`src/sv/sfr_pkg.sv`:
```
// ---------------------------------------------------------------------------
// sfr_pkg
// Shared constants, codes and types of the shape fill rasterizer.
// ---------------------------------------------------------------------------
package sfr_pkg;

  localparam int MAX_SIDE = 64;
  localparam int SIDE_W   = $clog2(MAX_SIDE);
  localparam int ADDR_W   = 2 * SIDE_W;
  // compare width for row/col counters against 7-bit canvas sizes
  localparam int CW       = ((SIDE_W > 7) ? SIDE_W : 7) + 1;
  // signed width for coverage arithmetic
  localparam int DW       = ((SIDE_W > 8) ? SIDE_W : 8) + 4;
  localparam int COUNT_W  = 13;

  localparam logic [7:0] BLANK_CELL = 8'd46;

  localparam int CFG_IDX_W  = 1;
  localparam int CFG_DATA_W = 7;
  localparam logic [CFG_IDX_W-1:0] REG_ROWS = 1'd0;
  localparam logic [CFG_IDX_W-1:0] REG_COLS = 1'd1;

  localparam logic [2:0] MODE_RECT    = 3'd0;
  localparam logic [2:0] MODE_UP      = 3'd1;
  localparam logic [2:0] MODE_DOWN    = 3'd2;
  localparam logic [2:0] MODE_DIAMOND = 3'd3;
  localparam logic [2:0] MODE_READ    = 3'd4;

  typedef struct packed {
    logic [2:0] mode;
    logic [7:0] ax;     // two's complement
    logic [7:0] ay;     // two's complement
    logic [6:0] w;
    logic [6:0] h;
    logic [5:0] rad;
  } cmd_t;

endpackage

```
`src/sv/sfr_cover.sv`:
```
// ---------------------------------------------------------------------------
// sfr_cover
// Coverage test: does the latched shape cover cell (row, col)?
// ---------------------------------------------------------------------------
module sfr_cover
  import sfr_pkg::*;
(
  input  cmd_t              cmd,
  input  logic [SIDE_W-1:0] row,
  input  logic [SIDE_W-1:0] col,
  output logic              covered
);

  logic signed [DW-1:0] row_s, col_s, ax_s, ay_s, h_s, w_s, rad_s;
  logic signed [DW-1:0] dr, dn, dc, adc, dd, add, sum;

  always_comb begin
    row_s = $signed({{(DW-SIDE_W){1'b0}}, row});
    col_s = $signed({{(DW-SIDE_W){1'b0}}, col});
    ax_s  = $signed({{(DW-8){cmd.ax[7]}}, cmd.ax});
    ay_s  = $signed({{(DW-8){cmd.ay[7]}}, cmd.ay});
    h_s   = $signed({{(DW-7){1'b0}}, cmd.h});
    w_s   = $signed({{(DW-7){1'b0}}, cmd.w});
    rad_s = $signed({{(DW-6){1'b0}}, cmd.rad});

    dr  = row_s - ay_s;
    dn  = ay_s - row_s;
    dc  = col_s - ax_s;
    adc = (dc < 0) ? -dc : dc;
    dd  = dr - rad_s;
    add = (dd < 0) ? -dd : dd;
    sum = add + adc;

    unique case (cmd.mode)
      MODE_RECT:    covered = (dr >= 0) && (dr < h_s) && (dc >= 0) && (dc < w_s);
      MODE_UP:      covered = (dr >= 0) && (dr < h_s) && (adc <= dr);
      MODE_DOWN:    covered = (dn >= 0) && (dn < h_s) && (adc <= dn);
      MODE_DIAMOND: covered = (sum <= rad_s);
      default:      covered = 1'b0;
    endcase
  end

endmodule

```
`config.mk`:
```
export PLATFORM = sky130hd
export DESIGN_NAME = sfr_cover
export DESIGN_NICKNAME = d
export VERILOG_FILES = /design/src/sv/sfr_pkg.sv /design/src/sv/sfr_cover.sv
export SDC_FILE = /design/constraint.sdc
export NUM_CORES = 1
export LEC_CHECK = 0
export BUFFER_PORTS_ARGS = -buffer_cell sky130_fd_sc_hd__buf_2
export CAP_MARGIN = 20
export CORE_MARGIN = 1
export CORE_UTILIZATION = 51
export DETAILED_ROUTE_END_ITERATION = 10
export PLACE_DENSITY = 0.73
export SLEW_MARGIN = 15
export SYNTH_ARGS = -nofsm -noshare
export SYNTH_HDL_FRONTEND = slang
export SYNTH_SLANG_ARGS = --single-unit
```
`constraint.sdc`:
```
create_clock -name vclk -period 13.5
set_input_delay 2.7 -clock vclk [all_inputs]
set_output_delay 2.7 -clock vclk [all_outputs]
set_load 0.01 [all_outputs]
```
== Yosys cells after proc, flatten, opt, wreduce, memory -nomap -nowiden ==
Index checks and enable logic that the tools add are counted.

* Add/sub/neg operators: 7
* Multipliers: 0
* Div/mod/pow operators: 0
* Order comparisons: 11
* Eq/ne operators: 3
* Shift operators: 0
* Muxes and demuxes: 3
* Bitwise operators: 0
* Reductions and logical operators: 7

{| class="wikitable"
|+ Operators by type and width
! cell !! number
|-
| 9-bit by 1-bit >= comparator with 1-bit output, second input constant || 3
|-
| 9-bit by 8-bit less-than comparator with 1-bit output || 3
|-
| 12-bit by 9-bit <= comparator with 1-bit output || 2
|-
| 12-bit 2-to-1 mux || 2
|-
| 7-bit by 8-bit subtractor with 9-bit output || 2
|-
| 12-bit adder || 1
|-
| 12-bit by 7-bit <= comparator with 1-bit output || 1
|-
| 10-bit negation with 12-bit output || 1
|-
| 9-bit negation with 12-bit output || 1
|-
| 10-bit by 1-bit less-than comparator with 1-bit output, second input constant || 1
|-
| 9-bit by 7-bit subtractor with 10-bit output || 1
|-
| 9-bit by 1-bit less-than comparator with 1-bit output, second input constant || 1
|-
| 8-bit by 7-bit subtractor with 9-bit output || 1
|-
| 3-bit by 2-bit == test with 1-bit output, second input constant || 2
|-
| 1-bit logical AND || 6
|-
| 1-bit case mux with 4 select lines || 1
|-
| 3-bit by 1-bit == test with 1-bit output, second input constant || 1
|-
| 3-bit zero test || 1
|}

* Bits in registers: 0
* Bits in latches: 0
* Memory bits (writable): 0
* ROM bits: 0
* Input bits: 51
* Output and inout port bits: 1
* Logic and storage cells: 31
* Memories kept: 0

== Depth between registers and ports, before layout ==
Gate-level depths: netlist of run 1.

* Depth in word-level cells: 7
* Gate-level depth with buffers: 29
* Mapped depth without buffers: 29

== Worst setup path before layout of run 1 ==
Ideal clock, no wire load.

* Path kind: input port to output port
* Start: in cmd[21] (netlist bit)
* End: out covered
* Arrival: 7.664 ns
* Required time: 10.800 ns
* Setup slack: 3.136 ns
* Stages: 28
* Path through: inv_1 > ha_1 > nor2b_1 > o21ai_1 > a21boi_0 > o21a_1 > or2_2 > xor2_1 > ha_1 > o21ai_0 > a21oi_1 > nor2_1 > a31oi_4 > mux2_2 > ha_1 > a21oi_1 > o21ai_0 > o31ai_1 > a21boi_0 > ha_1 > nand4_1 > o22ai_1 > a21oi_1 > nor2_1 > a211oi_1 > nand3_1 > nor4b_1 > a21oi_1

* Longest elaborated chain between the ends: 7

{| class="wikitable"
|+ Ends and longest elaborated chain
! element !! RTL line !! source
|-
| start: declaration || sfr_cover.sv:8 || <nowiki>input cmd_t cmd,</nowiki>
|-
| 7-bit by 8-bit subtractor with 9-bit output || sfr_cover.sv:26 || <nowiki>dr = row_s - ay_s;</nowiki>
|-
| 9-bit by 7-bit subtractor with 10-bit output || sfr_cover.sv:30 || <nowiki>dd = dr - rad_s;</nowiki>
|-
| 10-bit negation with 12-bit output / 10-bit by 1-bit less-than comparator with 1-bit output (equally long branches) || sfr_cover.sv:31 || <nowiki>add = (dd < 0) ? -dd : dd;</nowiki>
|-
| 12-bit 2-to-1 mux || sfr_cover.sv:31 ||
|-
| 12-bit adder || sfr_cover.sv:32 || <nowiki>sum = add + adc;</nowiki>
|-
| 12-bit by 7-bit <= comparator with 1-bit output || sfr_cover.sv:38 || <nowiki>MODE_DIAMOND: covered = (sum <= rad_s);</nowiki>
|-
| 1-bit case mux with 4 select lines * || sfr_cover.sv:34 || <nowiki>unique case (cmd.mode)</nowiki>
|-
| end: declaration || sfr_cover.sv:11 || <nowiki>output logic covered</nowiki>
|}

Mark *: on every way between the ends. The rest lies on a longest branch, timed or not.

== Final worst setup path of run 1 ==
Ends and elaborated chain as after synthesis.

==> results of run 1 <==
==> synthesized netlist by cell type (4+ instances only) <==
master	n	share of area [%]
o21bai_1	4	0.92
fa_1	5	3.1
a21oi_1	32	4.9
nor2b_1	10	1.9
clkbuf_1	4	0.46
nand3_1	9	1.4
ha_1	85	33
xnor2_1	14	3.8
xor2_1	11	3.0
nor2_1	38	4.4
nand2_1	26	3.0
inv_1	73	8.4
o21a_1	14	3.2
nand4_1	6	1.2
a21o_1	12	2.8
o21ai_0	19	2.9
nor3_1	7	1.1
==> critical path, delay by kind of cell <==
| kind | cells | cell delay, ns |
|---|---|---|
| buffers and inverters | 3 | 0.34 |
| and+or+nand+nor | 7 | 1.17 |
| AOI/OAI and AO/OA | 14 | 2.63 |
| xor gates and xnor gates | 1 | 0.18 |
| adders and majority gates | 4 | 1.21 |
| muxes | 1 | 0.38 |
==> logic make-up (layout without fill, tap and decap cells) <==
| family | count (synthesis) | in the layout | synth area share, % |
|---|---|---|---|
| AO/OA/AOI/OAI | 123 | 123 | 27.1 |
| XOR/XNOR | 27 | 27 | 7.72 |
| adder cells (fa/ha/maj) | 90 | 90 | 35.7 |
| buffers and inverters | 79 | 126 | 9.15 |
| multiplexers | 2 | 2 | 0.692 |
| other | 1 | 13 | 0.115 |
| AND/OR/NAND/NOR | 124 | 124 | 19.5 |
==> through the flow <==
| step | cell area, sq um | power [mW] | hold WS, ns |
|---|---|---|---|
| detailed placement | 3630 | 0.359 | 5.85 |
| CTS | 3630 | 0.361 | 5.85 |
| global placement | 3630 | 0.344 | 5.87 |
| finish | 3630 | 0.363 | 5.86 |
| global route | 3630 | 0.412 | 5.89 |
| floorplan | 3300 | 0.281 | 5.58 |
==> worst max path at each step <==
stage                    to  cells after the start     from
global placement    covered                     30  cmd[21]
CTS                 covered                     30  cmd[21]
floorplan           covered                     28  cmd[21]
finish              covered                     30  cmd[21]
detailed placement  covered                     30  cmd[21]
global route        covered                     30  cmd[21]
==> routing by layer <==
metal	vias up	wire, um	global-route usage, %
li1	1671	-	-
met1	1442	3480	27.9
met2	53	3600	43.9
met3	4	203	0.444
met4	0	55	1.75
met5	-	0	0
==> final cells by class <==
class	count	area [sq um]	share of cell area [%]
Inverter	74	278	7.64
Tap cell	75	93.8	2.58
Timing Repair Buffer	52	260	7.16
Multi-Input combinational cell	379	3000	82.6
==> power groups by stage <==
stage / clock network [mW] / registers, mW / logic [mW]
after floorplan: 0 / 0 / 0.281
after global placement: 0 / 0 / 0.344
after detailed placement: 0 / 0 / 0.359
after CTS: 0 / 0 / 0.361
after global routing: 0 / 0 / 0.412
final: 0 / 0 / 0.363
==> reports/qor.txt, run 1 <==
core footprint = 6030 sq um
worst hold start = cmd[36]
# clk buffers = 0
Via Count = 3,170
fin util = 60.3%
final net count = 648
leakage power = 1.96 nW
GRT Util Overall = 22.5%
Initial Utilization = 54.0%
status = finished clean
required time of the critical path = 10.80 ns
synthesized area = 3260 sq um
Post-Layout Cell Count = 580
final setup TNS = 0 ns
Cells after Synth = 446
crit path DAT = 8.61 ns
Fmax = 0.0884 GHz
Max Fanout on Critical Path = 7
P per Cell Area = 99.8 nW/um^2
hold_buf cts = 0
vias in the first global route = 2,971
sequential cell count = 0
1st-iter DRT viols = 126
Post-DP HPWL = 6600 um
die width = 81.9 um
die area = 6710 sq um
RD Place Congestion = 0.877
Std-Cell Rows = 28
PortBufs = 52
drt wl/cell = 12.6 um
DP Cell Count = 580
FF/Latch Area = 0 sq um
RSZ-0062 raised after global routing = no
Critical Path End Type = primary output
Largest stage delay, worst path = 0.38 ns
Pre-antenna DRT Iters = 4
FILL cells = 570
number of diodes = 0
global-route wire length before repair = 12,100 um
Ports = 52
Ys Warns = 0
element type at the critical path start = input port
Sw Ratio = 55.8%
final setup vio count = 0
DRT Wirelength = 7340 um
most frequent cells in the layout = ha_1 (85), inv_1 (73), buf_2 (52)
synthesis-to-finish area growth = 11.6%
maxcap violations = 0
fraction of layout cells with a size suffix above 1 = 15.0%
Clock Power Share = 0%
Place WS = 2.24 ns
Post CTS Setup Buffer Count = 0
Sequential Power Share = 0%
Crit-path slowest cell = mux2_2
largest net degree at the start of global routing = 10
worst vdd rail ir drop = 108 uV
period utilisation layout = 83.8%
sequential element share of the synthesized area = 0%
vias per cell = 5.47
DRC = 0
die extent in y = 81.9 um
hold depth = 4
post-CTS resize count = 0
Final ANT Viol Nets = 0
Period minus WS final = 11.31 ns
commonest non-fill, non-tap cell in the layout = ha_1
total global routing overflow = 0
Int Power = 160 uW
HP Class = input port to primary output
setup ws final = 2.19 ns
logic gate share of total power = 100.0%
Crit Path Category = input port to primary output
initial antenna violation count = 0
post-synthesis average cell area = 7.30 sq um
fin. max-slew vios = 0
Final Hold Fails = 0
synth unique cells = 66
Net Sw Power = 202 uW
Hold EP = covered
(Power assumes the default switching activity.)
==> inputs of run 2 (changes only) <==
Clock period 13.5 ns to 11.1 ns, I/O delays scaled along.
==> reports/qor.txt, run 2 (synthesis results as in run 1) <==
status = finished clean
area of the multi-input gates = 3000 sq um
grt peak-use layer = met2
HP Class = input port to primary output
synthesis-to-finish area growth = 11.6%
Largest stage delay, worst path = 0.38 ns
Via Count = 3,136
element type at the critical path start = input port
number of diodes = 0
RD Place Congestion = 0.877
largest net degree at the start of global routing = 10
RSZ-0062 raised after global routing = no
crit path DAT = 8.18 ns
Ports = 52
fraction of layout cells with a size suffix above 1 = 15.0%
core footprint = 6030 sq um
required time of the critical path = 8.88 ns
final setup vio count = 0
Final Hold Fails = 0
post-CTS resize count = 0
grt met3 use = 0%
commonest non-fill, non-tap cell in the layout = ha_1
Period minus WS final = 10.40 ns
Post-DP HPWL = 6570 um
worst vdd rail ir drop = 129 uV
sequential cell count = 0
maxcap violations = 0
P per Cell Area = 121 nW/um^2
fin util = 60.3%
die extent in y = 81.9 um
final setup TNS = 0 ns
DRT Wirelength = 7300 um
Max Fanout on Critical Path = 7
PortBufs = 52
Final ANT Viol Nets = 0
M2 GR Usage = 42.8%
met1 Resource Use GR = 28.5%
Std-Cell Rows = 28
# clk buffers = 0
Pre-antenna DRT Iters = 4
DRC = 0
total global routing overflow = 0
FILL cells = 578
fin. max-slew vios = 0
FF/Latch Area = 0 sq um
Post CTS Setup Buffer Count = 0
die width = 81.9 um
Crit Path Category = input port to primary output
global-route wire length before repair = 12,100 um
hold_buf cts = 0
Fmax = 0.0961 GHz
vias in the first global route = 2,929
1st-iter DRT viols = 135
Final Hold Slack = 4.91 ns
Tot Pwr = 441 uW
GRT Util Overall = 22.5%
period utilisation layout = 93.7%
Critical Path End Type = primary output
Initial Utilization = 54.0%
drt wl/cell = 12.6 um
vias per cell = 5.41
Crit-path slowest cell = mux2_2
final net count = 648
most frequent cells in the layout = ha_1 (85), inv_1 (73), buf_2 (52)
leakage power = 1.96 nW
initial antenna violation count = 0
die area = 6710 sq um
[run 2: through the flow]
step | instance area (sq um) | worst slack (ns) | cells
after CTS | 3630 | 0.803 | 580
final | 3630 | 0.698 | 580
after global placement | 3630 | 1.01 | 580
after global routing | 3630 | 0.220 | 580
after floorplan | 3300 | 1.70 | 458
after detailed placement | 3630 | 0.799 | 580
[run 2: layer usage]
metal | wire [um] | vias to the layer above | part of all wire, %
met4 | 80 | 0 | 1.1
met1 | 3550 | 1424 | 49
met5 | 0 | - | 0
li1 | - | 1666 | -
met2 | 3550 | 42 | 49
met3 | 127 | 4 | 1.7
[run 2: critical path: cells and delay by family]
| kind | cells | cell delay [ns] |
|---|---|---|
| adder cells (fa/ha/maj) | 4 | 1.22 |
| AO/OA/AOI/OAI | 14 | 2.65 |
| AND/OR/NAND/NOR | 7 | 1.19 |
| buffers and inverters | 3 | 0.35 |
| XOR/XNOR | 1 | 0.18 |
| multiplexers | 1 | 0.38 |
[run 2: path summary, 6_finish.rpt]
check / from / end / slack [ns] / depth (start not counted)
max: cmd[21] / covered / 0.70 / 30
min: cmd[36] / covered / 4.91 / 4
[run 2: where the power goes]
group          internal, mW  switching, mW  leakage, nW
combinational         0.195          0.246         1.96
clock                     0              0            0
sequential                0              0            0
[run 2: area by class of cell]
type | instances | area share, %
multi-input cells | 379 | 82.6
inverters | 74 | 7.64
repair buffers | 52 | 7.16
well taps | 75 | 2.58
==> inputs of run 3 (changes only) <==
Settings changed: CELL_PAD_IN_SITES_DETAIL_PLACEMENT set to 0, CELL_PAD_IN_SITES_GLOBAL_PLACEMENT set to 1, CORE_UTILIZATION 51 to 44, PLACE_DENSITY 0.73 to not set, PLACE_DENSITY_LB_ADDON set to 0.1.
==> reports/qor.txt, run 3 (synthesis results as in run 1) <==
RD Place Congestion = 0.833
largest net degree at the start of global routing = 10
Period minus WS final = 10.32 ns
Crit-path slowest cell = mux2_2
P per Cell Area = 118 nW/um^2
DRT Wirelength = 7300 um
PortBufs = 52
DRC = 0
die width = 88.0 um
Pre-antenna DRT Iters = 4
Ports = 52
worst vdd rail ir drop = 50.2 uV
final setup TNS = 0 ns
sequential cell count = 0
Post-DP HPWL = 6610 um
HP Class = input port to primary output
element type at the critical path start = input port
drt wl/cell = 12.1 um
fin. max-slew vios = 0
global-route wire length before repair = 12,400 um
period utilisation layout = 93.0%
synthesis-to-finish area growth = 12.6%
crit path DAT = 8.10 ns
most frequent cells in the layout = ha_1 (85), inv_1 (73), buf_2 (52)
GRT Util Overall = 19.5%
Initial Utilization = 46.6%
hold_buf cts = 0
Std-Cell Rows = 30
leakage power = 1.96 nW
Slew HR = 64.3%
Slew @ Worst Pin = 0.536 ns
die area = 7750 sq um
vias in the first global route = 2,914
fraction of layout cells with a size suffix above 1 = 15.2%
final net count = 648
die extent in y = 88.0 um
Tot Pwr = 433 uW
Via Count = 3,070
number of diodes = 0
Largest stage delay, worst path = 0.39 ns
Max Fanout on Critical Path = 7
core footprint = 6980 sq um
1st-iter DRT viols = 63
initial antenna violation count = 0
Crit Path Category = input port to primary output
Final Hold Fails = 0
RSZ-0062 raised after global routing = no
total global routing overflow = 0
commonest non-fill, non-tap cell in the layout = ha_1
final setup vio count = 0
# clk buffers = 0
FF/Latch Area = 0 sq um
Final ANT Viol Nets = 0
required time of the critical path = 8.88 ns
vias per cell = 5.11
maxcap violations = 0
Fmax = 0.0969 GHz
status = finished clean
Critical Path End Type = primary output
-- run 3: changes by cell type in the layout (fill, tap and decap cells not counted) --
| cell | before | now |
|---|---|---|
| a211oi_2 | 1 | 2 |
| a211oi_1 | 3 | 2 |
-- run 3: report_power, final --
part / total [mW] / internal, mW / switching [mW] / leakage, nW
sequential: 0 / 0 / 0 / 0
combinational: 0.433 / 0.193 / 0.240 / 1.96
clock: 0 / 0 / 0 / 0
-- run 3: final timing paths --
path              cells past startpoint    start      end
hold / removal                        4  cmd[36]  covered
setup / recovery                     30  cmd[21]  covered
-- run 3: metal layers --
layer	up-vias	routed length, um	GRT usage, %	part of all wire, %
met3	2	149	0.283	2.0
met2	35	3730	38.2	51
met5	-	0	0	0
li1	1658	-	-	-
met4	0	28	0.733	0.38
met1	1375	3390	25.0	46
-- run 3: through the flow --
step	utilization (%)	area [sq um]	setup WS [ns]	cells	hold slack, ns
6_report	52.5	3670	0.782	601	4.86
5_1_grt	52.5	3670	0.118	601	4.92
4_1_cts	52.4	3660	0.667	601	4.87
3_5_place_dp	52.4	3660	0.683	601	4.87
3_3_place_gp	52.4	3660	0.823	601	4.89
2_1_floorplan	-	3300	1.70	458	4.62
-- run 3: what timing repair did --
| action | CTS | global route |
|---|---|---|
| setup buffers | 0 | 0 |
| hold endpoints to repair | 0 | 0 |
| endpoints found under the setup margin | 0 | 1 |
| gates resized for setup | 0 | 1 |
-- run 3: layout make-up --
type	count	area (sq um)
Multi-Input combinational cell	379	3010
Fill cell	766	3320
Inverter	74	278
Timing Repair Buffer	52	260
Tap cell	96	120
-- run 3: worst max-delay path: cells and delay by family --
family / cells / cell delay (ns)
compound gates: 14 / 2.58
mux: 1 / 0.39
fa+ha+maj: 4 / 1.21
xor+xnor: 1 / 0.19
buf+inv: 3 / 0.33
simple gates: 7 / 1.17
